### src/rtl/core/assert_macros.svh
// Assertion helpers used by the sorter sequencer (isort_ctrl).
`ifndef ASSERT_MACROS_SVH
`define ASSERT_MACROS_SVH

// Clocked property, ignored while reset is held.
`define ISORT_ASSERT(lbl, clk, rstn, prop, msg) \
  lbl: assert property (@(posedge clk) disable iff (!rstn) (prop)) else $error(msg);

// Condition that must never be true outside reset.
`define ISORT_NEVER(lbl, clk, rstn, cond, msg) \
  lbl: assert property (@(posedge clk) disable iff (!rstn) !(cond)) else $error(msg);

`endif

### src/rtl/core/isort_pkg.sv
`timescale 1ns / 1ps

package isort_pkg;

  localparam int VALUE_W   = 32;
  localparam int DEPTH_DEF = 16;

  typedef enum logic {
    ST_FILL,
    ST_EMIT
  } isort_state_t;

  // Sequencer strobes for the whole chain.
  typedef struct packed {
    logic ins;   // insert the incoming value
    logic pop;   // shift every entry one cell toward the output
  } isort_seq_t;

  // Per-cell control.
  typedef struct packed {
    logic ins;
    logic pop;
    logic occ;   // cell holds a valid entry
    logic head;  // first empty cell
  } isort_cell_ctrl_t;

endpackage

### src/rtl/core/isort_if.sv
`timescale 1ns / 1ps

interface isort_in_if;
  import isort_pkg::*;

  logic                      valid;
  logic                      ready;
  logic signed [VALUE_W-1:0] value;
  logic                      last;

  modport source (output valid, output value, output last, input ready);
  modport sink   (input valid, input value, input last, output ready);
endinterface

interface isort_out_if;
  import isort_pkg::*;

  logic                      valid;
  logic                      ready;
  logic signed [VALUE_W-1:0] sorted_value;
  logic                      final_res;
  logic                      dropped;

  modport source (output valid, output sorted_value, output final_res, output dropped,
                  input ready);
  modport sink   (input valid, input sorted_value, input final_res, input dropped,
                  output ready);
endinterface

### src/rtl/core/insertion_sorter_top.sv
`timescale 1ns / 1ps

// Stable ascending insertion sorter for signed 32-bit values, built as a chain of
// DEPTH cells. While a run is being collected one value is accepted per clock:
// every cell compares the new value against its entry in the same cycle, and the
// cells at and above the insert point shift one place up, so insertion never
// stalls. A value that arrives on a full chain is discarded and every result of
// that run carries dropped = 1. After the value marked last has been taken, the
// chain drains out of cell 0 one entry per output transaction, smallest first;
// the input is not ready until the whole run has drained. final_res marks the
// largest entry, after which the store is empty and the next run can start.
// Results come straight from the cell 0 register and the sequencer state.

module insertion_sorter_top #(
  parameter int DEPTH = isort_pkg::DEPTH_DEF
) (
  input  logic               clk,
  input  logic               rst_n,
  isort_in_if.sink           in_if,
  isort_out_if.source        out_if
);
  import isort_pkg::*;

  localparam int FILL_W = $clog2(DEPTH + 1);

  isort_seq_t                seq;
  logic [FILL_W-1:0]         fill;
  logic signed [VALUE_W-1:0] cell_val [DEPTH];
  logic                      cell_less [DEPTH];

  // Sequencer: run state, fill count and overflow flag.
  isort_ctrl #(
    .DEPTH (DEPTH)
  ) u_ctrl (
    .clk       (clk),
    .rst_n     (rst_n),
    .in_valid  (in_if.valid),
    .in_last   (in_if.last),
    .in_ready  (in_if.ready),
    .out_valid (out_if.valid),
    .out_ready (out_if.ready),
    .final_res (out_if.final_res),
    .dropped   (out_if.dropped),
    .seq       (seq),
    .fill      (fill)
  );

  // Cell chain. Cell k is occupied when k is below the fill count; the cell at
  // the fill count is the free slot a largest-so-far value lands in.
  for (genvar k = 0; k < DEPTH; k++) begin : g_cell
    isort_cell_ctrl_t          ctl;
    logic                      less_prev;
    logic signed [VALUE_W-1:0] left_value;
    logic signed [VALUE_W-1:0] right_value;

    assign ctl.ins  = seq.ins;
    assign ctl.pop  = seq.pop;
    assign ctl.occ  = (FILL_W'(k) < fill);
    assign ctl.head = (FILL_W'(k) == fill);

    if (k == 0) begin : g_first
      // Nothing below cell 0 moves up into it.
      assign less_prev  = 1'b0;
      assign left_value = in_if.value;
    end else begin : g_mid
      assign less_prev  = cell_less[k-1];
      assign left_value = cell_val[k-1];
    end

    if (k == DEPTH - 1) begin : g_top
      // Past the top entry there is nothing to drain in; content is don't-care.
      assign right_value = cell_val[k];
    end else begin : g_inner
      assign right_value = cell_val[k+1];
    end

    isort_cell u_cell (
      .clk         (clk),
      .ctl         (ctl),
      .ins_value   (in_if.value),
      .less_prev   (less_prev),
      .left_value  (left_value),
      .right_value (right_value),
      .value       (cell_val[k]),
      .less        (cell_less[k])
    );
  end

  // Smallest entry always sits in cell 0.
  assign out_if.sorted_value = cell_val[0];

endmodule

### src/rtl/core/isort_cell.sv
`timescale 1ns / 1ps

module isort_cell (
  input  logic                                clk,
  input  isort_pkg::isort_cell_ctrl_t         ctl,
  input  logic signed [isort_pkg::VALUE_W-1:0] ins_value,
  input  logic                                less_prev,
  input  logic signed [isort_pkg::VALUE_W-1:0] left_value,
  input  logic signed [isort_pkg::VALUE_W-1:0] right_value,
  output logic signed [isort_pkg::VALUE_W-1:0] value,
  output logic                                less
);
  import isort_pkg::*;

  logic signed [VALUE_W-1:0] value_r;
  logic signed [VALUE_W-1:0] value_nxt;

  // Strictly smaller only: equal values stay in arrival order.
  assign less = ctl.occ && (ins_value < value_r);

  always_comb begin
    value_nxt = value_r;
    if (ctl.ins) begin
      if (less_prev) begin
        value_nxt = left_value;
      end else if (less || ctl.head) begin
        value_nxt = ins_value;
      end
    end else if (ctl.pop) begin
      value_nxt = right_value;
    end
  end

  always_ff @(posedge clk) begin
    value_r <= value_nxt;
  end

  assign value = value_r;

endmodule

### src/rtl/core/isort_ctrl.sv
`timescale 1ns / 1ps
`include "assert_macros.svh"

module isort_ctrl #(
  parameter  int DEPTH  = isort_pkg::DEPTH_DEF,
  localparam int FILL_W = $clog2(DEPTH + 1)
) (
  input  logic                  clk,
  input  logic                  rst_n,
  input  logic                  in_valid,
  input  logic                  in_last,
  output logic                  in_ready,
  output logic                  out_valid,
  input  logic                  out_ready,
  output logic                  final_res,
  output logic                  dropped,
  output isort_pkg::isort_seq_t seq,
  output logic [FILL_W-1:0]     fill
);
  import isort_pkg::*;

  isort_state_t      state_r, state_nxt;
  logic [FILL_W-1:0] fill_r, fill_nxt;
  logic              ovf_r, ovf_nxt;
  logic              acc;
  logic              full;

  always_ff @(posedge clk) begin
    if (!rst_n) begin
      state_r <= ST_FILL;
      fill_r  <= '0;
      ovf_r   <= 1'b0;
    end else begin
      state_r <= state_nxt;
      fill_r  <= fill_nxt;
      ovf_r   <= ovf_nxt;
    end
  end

  assign full = (fill_r == FILL_W'(DEPTH));
  assign acc  = in_valid && in_ready;

  always_comb begin
    state_nxt = state_r;
    fill_nxt  = fill_r;
    ovf_nxt   = ovf_r;
    in_ready  = 1'b0;
    out_valid = 1'b0;
    seq       = '0;
    unique case (state_r)
      ST_FILL: begin
        in_ready = 1'b1;
        if (in_valid) begin
          if (full) begin
            ovf_nxt = 1'b1;
          end else begin
            seq.ins  = 1'b1;
            fill_nxt = fill_r + 1'b1;
          end
          if (in_last) begin
            state_nxt = ST_EMIT;
          end
        end
      end
      ST_EMIT: begin
        out_valid = 1'b1;
        if (out_ready) begin
          seq.pop  = 1'b1;
          fill_nxt = fill_r - 1'b1;
          if (fill_r == FILL_W'(1)) begin
            state_nxt = ST_FILL;
            ovf_nxt   = 1'b0;
          end
        end
      end
      default: begin
        state_nxt = ST_FILL;
      end
    endcase
  end

  assign final_res = (fill_r == FILL_W'(1));
  assign dropped   = ovf_r;
  assign fill      = fill_r;

  `ISORT_NEVER(a_emit_nonempty, clk, rst_n, (state_r == ST_EMIT) && (fill_r == '0), "emit with empty store")
  `ISORT_ASSERT(a_last_starts_emit, clk, rst_n, acc && in_last |=> state_r == ST_EMIT, "last did not start emission")
  `ISORT_ASSERT(a_run_clears, clk, rst_n, out_valid && out_ready && final_res |=> (fill_r == '0) && !ovf_r, "run end did not clear state")
  `ISORT_NEVER(a_fill_bound, clk, rst_n, fill_r > FILL_W'(DEPTH), "fill count above depth")

endmodule
### src/flat_wrapper.sv
// flat-port wrapper written by rule: the top's interface ports become plain ports
module insertion_sorter_top_flat import isort_pkg::*;
#(
  parameter int DEPTH = isort_pkg::DEPTH_DEF
)
  (clk, rst_n, in_if_valid, in_if_value, in_if_last, in_if_ready, out_if_valid, out_if_sorted_value, out_if_final_res, out_if_dropped, out_if_ready);
  isort_in_if in_if_i ();
  isort_out_if out_if_i ();
  input  logic clk;
  input  logic rst_n;
  input wire logic [$bits(in_if_i.valid)-1:0] in_if_valid;
  input wire logic [$bits(in_if_i.value)-1:0] in_if_value;
  input wire logic [$bits(in_if_i.last)-1:0] in_if_last;
  output wire logic [$bits(in_if_i.ready)-1:0] in_if_ready;
  output wire logic [$bits(out_if_i.valid)-1:0] out_if_valid;
  output wire logic [$bits(out_if_i.sorted_value)-1:0] out_if_sorted_value;
  output wire logic [$bits(out_if_i.final_res)-1:0] out_if_final_res;
  output wire logic [$bits(out_if_i.dropped)-1:0] out_if_dropped;
  input wire logic [$bits(out_if_i.ready)-1:0] out_if_ready;
  assign in_if_i.valid = in_if_valid;
  assign in_if_i.value = in_if_value;
  assign in_if_i.last = in_if_last;
  assign in_if_ready = in_if_i.ready;
  assign out_if_valid = out_if_i.valid;
  assign out_if_sorted_value = out_if_i.sorted_value;
  assign out_if_final_res = out_if_i.final_res;
  assign out_if_dropped = out_if_i.dropped;
  assign out_if_i.ready = out_if_ready;
  insertion_sorter_top #(.DEPTH(DEPTH)) u_core (.clk(clk), .rst_n(rst_n), .in_if(in_if_i), .out_if(out_if_i));
endmodule
### config.mk
export PLATFORM = sky130hd
export DESIGN_NAME = insertion_sorter_top_flat
export DESIGN_NICKNAME = d
export VERILOG_FILES = /design/src/rtl/core/isort_pkg.sv /design/src/rtl/core/isort_if.sv /design/src/rtl/core/insertion_sorter_top.sv /design/src/rtl/core/isort_cell.sv /design/src/rtl/core/isort_ctrl.sv /design/src/flat_wrapper.sv
export VERILOG_INCLUDE_DIRS = /design/src /design/src/rtl/core
export SDC_FILE = /design/constraint.sdc
export NUM_CORES = 2
export LEC_CHECK = 0
export BUFFER_PORTS_ARGS = -buffer_cell sky130_fd_sc_hd__buf_2
export CAP_MARGIN = 20
export CORE_UTILIZATION = 60
export DETAILED_ROUTE_END_ITERATION = 7
export PLACE_DENSITY_LB_ADDON = 0.2
export SYNTH_ARGS = -nofsm -noshare
export SYNTH_HDL_FRONTEND = slang
export SYNTH_SLANG_ARGS = --single-unit
### constraint.sdc
create_clock -name clk -period 14.1 [get_ports clk]
set_input_delay 0.705 -clock clk [delete_from_list [all_inputs] [get_ports clk]]
set_output_delay 0.705 -clock clk [all_outputs]
set_load 0.01 [all_outputs]
# Word level (Yosys, flattened, before mapping)
# Index checks and enable logic that the tools add are counted.
# op_classes
n_addsub,2
n_mul,0
div_mod_pow,0
magnitude_cmp,32
n_eq_ne,37
shift,0
mux,82
bitwise_logic,1
reduce_logical,53
# op_table
operator,n
2-to-1 mux 32 bit,61
< comparator 32 bit,16
"!= test 3 bit, second input constant",14
"== test 4 x 5 -> 1 bit, first input constant",8
"< comparator 4 x 5 -> 1 bit, first input constant",8
AND reduction 2 bit,16
"== test 3 x 5 -> 1 bit, first input constant",4
"< comparator 3 x 5 -> 1 bit, first input constant",4
logical AND 1 bit,16
logical OR 1 bit,16
2-to-1 mux 1 bit,15
2-to-1 mux 5 bit,3
"!= test 2 bit, second input constant",6
"== test 2 x 5 -> 1 bit, first input constant",2
"< comparator 1 x 5 -> 1 bit, first input constant",2
"< comparator 2 x 5 -> 1 bit, first input constant",2
case mux 5 bit (2 select lines),1
"adder 5 x 1 -> 5 bit, second input constant",1
"== test 1 x 5 -> 1 bit, first input constant",1
"== test 5 x 1 -> 1 bit, second input constant",1
"== test 5 bit, second input constant",1
logical NOT 5 bit,1
"subtractor 5 x 1 -> 5 bit, second input constant",1
case mux 1 bit (2 select lines),2
4 further kinds,5
# word_totals
register_bits,519
latchBits,0
ram_bits,0
mem_bits_ro,0
in_bits,37
out_inout_bits,36
word_cells,226
memories,0

# Depth between registers and ports, before layout
# logic_depth
ltp_word,6
ltp_mapped,13
ltp_nobuf,10

# Hierarchy
# From an unflattened synthesis, not the netlist that was laid out.
# hier_totals
hier_cells,4233
area_unflattened_um2,39781.9
# by_module_without_submodules
mod,instances,cells_per_inst,area_per_inst_um2,seq_area_each_um2
isort_cell,16,258,2439.8,960.9
isort_ctrl,1,53,486.7,140.1
insertion_sorter_top,1,52,257.7,0.0

# Worst setup path after synthesis
# Ideal clock, no wire load.
# synth_timing
path_kind,in2reg
startpoint,input port in_if_value[31]
endpoint,"register u_core.g_cell[6].u_cell.value_r[0], enable pin"
setup_ps,466
arrival_time_ps,5130
required_ps,13634
path_slack_ps,8504
path_stages,9
n_path_buf,0
cell_sequence,ha_1 nand4_1 or4_1 or3_1 o41ai_2 nor3_1 mux2i_4 and3_1 o21ai_0
# synth_via
elab_chain_len,5
elab_cells_between_ends,7
cone_classes,2 x order compare; 1 x eq/ne; 4 x reduce/logical
# synth_lines
element,line,text
start: declaration,flat_wrapper.sv:12,input wire logic [$bits(in_if_i.value)-1:0] in_if_value;
< comparator 32 bit,isort_cell.sv:19,assign less = ctl.occ && (ins_value < value_r);
logical AND 1 bit,isort_cell.sv:19,
logical OR 1 bit,isort_cell.sv:26,end else if (less || ctl.head) begin
!= test 3 bit (no source line) *,n/a,
AND reduction 2 bit (no source line) *,n/a,
end signal: assignment,isort_cell.sv:35,value_r <= value_nxt;
end: declaration,isort_cell.sv:15,logic signed [VALUE_W-1:0] value_r;
# Mark *: on every way between the ends. The rest lies on a longest branch, timed or not.
# A chain may end at the register's enable or synchronous reset.

# Worst setup path after layout
# layout_timing
startpoint,input port in_if_value[26]
endpoint,"register u_core.g_cell[6].u_cell.value_r[9], enable pin"
# The elaborated chain is that of the path after synthesis.

==> run_results.csv <==
group,metric,value,unit
outcome,status,"finished clean",
timing,final-setup-viol-count,0,
cts,cts_tree,"built",
place,routabilityCongestion,0.9044,
global_route,grt_max_degree,242,
cts,cts_hold_buf,0,
finish,area_growth,8.018,%
floorplanning,coreArea,62050,sq um
place,placed_cell_area,39050,sq um
yosys,netlist_area,37890,sq um
route,firstDrtPassIters,8,
route,vias,30650,
setup_path,worstPathMaxFanout,34,
yosys,synth_ff_type,"edfxtp_1",
timing,maxSlewHeadroom,28.88,%
route,routed_wl,106000,um
global_route,grt_overflow_total,0,
timing,rsz0062_at_grt,"no",
cts,clk_path_buf_depth,3,
global_route,grt_first_pass_wirelength,166000,um
floorplanning,initial_core_util,61.06,%
global_route,use_met2,53.36,%
yosys,synth_seq_cells,519,
timing,post-route-period-util,33.82,%
flow_run,maxCapViolations,0,
setup_path,reg2reg_depth,7,
floorplanning,die_area,64160,sq um
global_route,grt_pass1_vias,29830,
floorplanning,fp.dieH,253.3,um
power_and_ir_drop,swShare,32.58,%
global_route,use_met3,3.505,%
power_and_ir_drop,p_leak,18.87,nW
cts,clk_pin_slew_worst_paths,60,ps
global_route,antenna_found_initial,1,
yosys,synth-edff-count,512,
global_route,grt-busiest-layer,"met2",
route,drt_iter0_drc,3268,
setup_path,worst-setup-path-type,"in -> reg",
min_path,min_path_type,"in -> reg",
timing,max_freq,209.7,MHz
timing,fin_crit,4769,ps
setup_path,required,14380,ps
setup_path,critPathArrivalTime,5050,ps
yosys,avgSynthCellArea,9.671,sq um
cts,post-cts-setup-buffers,0,
timing,hold_viol,0,
finish,design_area,40930,sq um
setup_path,end_kind,"flop",
yosys,synth_cell_types,64,
power_and_ir_drop,switching_power,1.544,mW
cts,cts.sinks,519,
setup_path,r2r_slack,9390,ps
power_and_ir_drop,power,4.740,mW
route,vias_per_cell,6.443,
power_and_ir_drop,p_int,3.196,mW
finish,fill_cells,5001,
min_path,holdPathStages,3,
finish,antennaDiodeCount,0,
yosys,ys_warn_count,0,
global_route,grt_usage,32.89,%
power_and_ir_drop,comb_power_share,25.0,%
setup_path,cp-start-kind,"input port",
finish,layout-drive-gt1-share,7.092,%
route,drc,0,
timing,fin_worst_skew,29.25,ps
power_and_ir_drop,peakVddDrop,0.1037,mV
place,dpl.hpwl,74310,um
power_and_ir_drop,clockPowerShare,32.1,%
yosys,postSynthCellCount,3918,
cts,htreeDepth,2,
cts,clockRootBuffer,"clkbuf_16",
route,wl_per_cell,22.29,um
yosys,syn_nets,4456,
power_and_ir_drop,power_frac_seq,42.9,%
floorplanning,pin_count,73,
timing,drv_slew,0,
yosys,seq_area_frac_synth,40.95,%
finish,finalNetCount,4413,
power_and_ir_drop,pwr_density_cell,115.8,nW/um^2
place,port_buffers,72,
cts,cts_resized,0,
timing,setup-tns-final,0,ps
timing,max_slew.worst_pin.slew,1067,ps
floorplanning,die-width,253.3,um
yosys,async_flop_share,0,%
route,postRouteAntennaNets,0,
floorplanning,core.rowCount,91,
cts,clock_latency,640,ps
global_route,grtUsageMet1,45.95,%
cts,cts_inserted_buffers,58,
==> power by group through the flow <==
stage	registers (mW)	clock network, mW	logic (mW)
2_1_floorplan	2.03	0	0.798
3_3_place_gp	2.06	0	1.12
3_5_place_dp	2.06	0	1.15
4_1_cts	2.03	1.53	1.16
5_1_grt	2.05	1.58	1.31
6_report	2.03	1.52	1.19
==> registers in the layout, indices dropped and copies added (netlist names) <==
name                        cells
u_core.u_ctrl.dropped           1
u_core.u_ctrl.state_r           1
u_core.u_ctrl.fill              5
u_core.g_cell.u_cell.value    512
==> cell families after synthesis <==
logic type	Yosys count	share of synthesized area, %
fa+ha+maj	501	16.54
xor+xnor	5	0.1156
buf+inv	749	7.595
compound gates	942	16.20
mux	264	7.142
flops	519	40.95
simple gates	938	11.46
==> cells in the final DEF, fill, tap and decap left out, types with 5 or more instances in the layout <==
| cell type | count |
|---|---|
| dfxtp_1 | 7 |
| and2_1 | 11 |
| a21boi_0 | 5 |
| nor2b_1 | 10 |
| a21oi_1 | 148 |
| a221oi_1 | 13 |
| a211oi_1 | 13 |
| o221ai_1 | 189 |
| a21o_1 | 107 |
| nor3_1 | 20 |
| nor2_1 | 95 |
| o21a_1 | 14 |
| inv_1 | 517 |
| o21ai_1 | 10 |
| clkinv_2 | 12 |
| a2111oi_0 | 14 |
| buf_4 | 52 |
| nand2_1 | 425 |
| clkbuf_1 | 14 |
| o211ai_1 | 13 |
| clkinv_1 | 12 |
| nand4_1 | 117 |
| nor3b_1 | 8 |
| edfxtp_1 | 512 |
| or3_1 | 8 |
| nand2b_1 | 15 |
| mux2_2 | 34 |
| mux2i_1 | 224 |
| nand3_1 | 186 |
| bufinv_16 | 5 |
| nor4_1 | 16 |
| mux2i_4 | 5 |
| a31oi_1 | 40 |
| clkbuf_16 | 59 |
| ha_1 | 501 |
| o31ai_1 | 13 |
| buf_2 | 72 |
| o21ai_0 | 318 |
| o21ai_4 | 5 |
==> layout make-up <==
cell class | count | area (sq um) | share of cell area, %
Timing Repair Buffer | 129 | 858.3 | 2.097
Sequential cell | 519 | 15510 | 37.91
Multi-Input combinational cell | 2650 | 19760 | 48.28
Tap cell | 837 | 1047 | 2.559
Inverter | 517 | 1941 | 4.741
Clock buffer | 73 | 1529 | 3.736
Clock inverter | 32 | 279.0 | 0.6817
==> metrics by stage <==
| step | setup WS [ps] | hold slack, ps | std cells | utilization (%) |
|---|---|---|---|---|
| floorplan | 8504 | 501.9 | 3918 | - |
| global placement | 8857 | 472.1 | 4649 | 62.94 |
| detailed placement | 8782 | 497.4 | 4649 | 62.94 |
| CTS | 9433 | 340.1 | 4754 | 65.85 |
| global route | 9122 | 371.4 | 4757 | 65.96 |
| finish | 9331 | 364.0 | 4757 | 65.96 |
==> cell usage after synthesis, types with 9 or more instances <==
cell / number / area [sq um]
inv_1: 517 / 1941
edfxtp_1: 512 / 15370
ha_1: 501 / 6269
nand2_1: 426 / 1599
o21ai_0: 324 / 1622
mux2i_1: 227 / 2272
o221ai_1: 189 / 1655
nand3_1: 186 / 930.9
clkbuf_1: 175 / 656.9
a21oi_1: 148 / 740.7
nand4_1: 117 / 732.0
a21o_1: 107 / 803.3
nor2_1: 97 / 364.1
a31oi_1: 44 / 275.3
mux2_2: 34 / 382.9
buf_2: 32 / 160.2
buf_1: 21 / 78.83
nor3_1: 20 / 100.1
nor4_1: 16 / 100.1
nand2b_1: 15 / 93.84
a2111oi_0: 14 / 122.6
o21a_1: 14 / 105.1
a211oi_1: 13 / 97.59
a221oi_1: 13 / 113.9
o211ai_1: 13 / 97.59
o31ai_1: 13 / 97.59
and2_1: 12 / 75.07
o21ai_1: 12 / 60.06
nor2b_1: 10 / 62.56
nor3b_1: 9 / 67.56
==> worst paths after layout <==
path	startpoint	end
setup reg to reg	u_core.u_ctrl.fill[2]$_SDFFE_PN0P_	u_core.g_cell[13].u_cell.value[5]$_DFFE_PP_
setup / recovery	in_if_value[26]	u_core.g_cell[6].u_cell.value[9]$_DFFE_PP_
hold / removal	rst_n	u_core.u_ctrl.state_r$_SDFF_PN0_
hold reg to reg	u_core.u_ctrl.dropped$_SDFFE_PN0P_	u_core.u_ctrl.dropped$_SDFFE_PN0P_
==> metal layers <==
| layer | share of wire, % | vias up |
|---|---|---|
| li1 | - | 14370 |
| met1 | 44 | 14860 |
| met3 | 6.9 | 197 |
| met4 | 3.0 | 2 |
| met5 | 0.0094 | - |
| met2 | 47 | 1228 |
==> critical path, stage by stage <==
cell and delay (ps):
buf_2 520, ha_1 260, nand4_1 280, nor4_1 820
nand4_1 170, o31ai_1 570, nor4_1 110, or3b_2 460
buf_4 330, and3_1 240, o21ai_2 100, buf_4 420
Note: power is estimated with default switching activity, not from simulation.
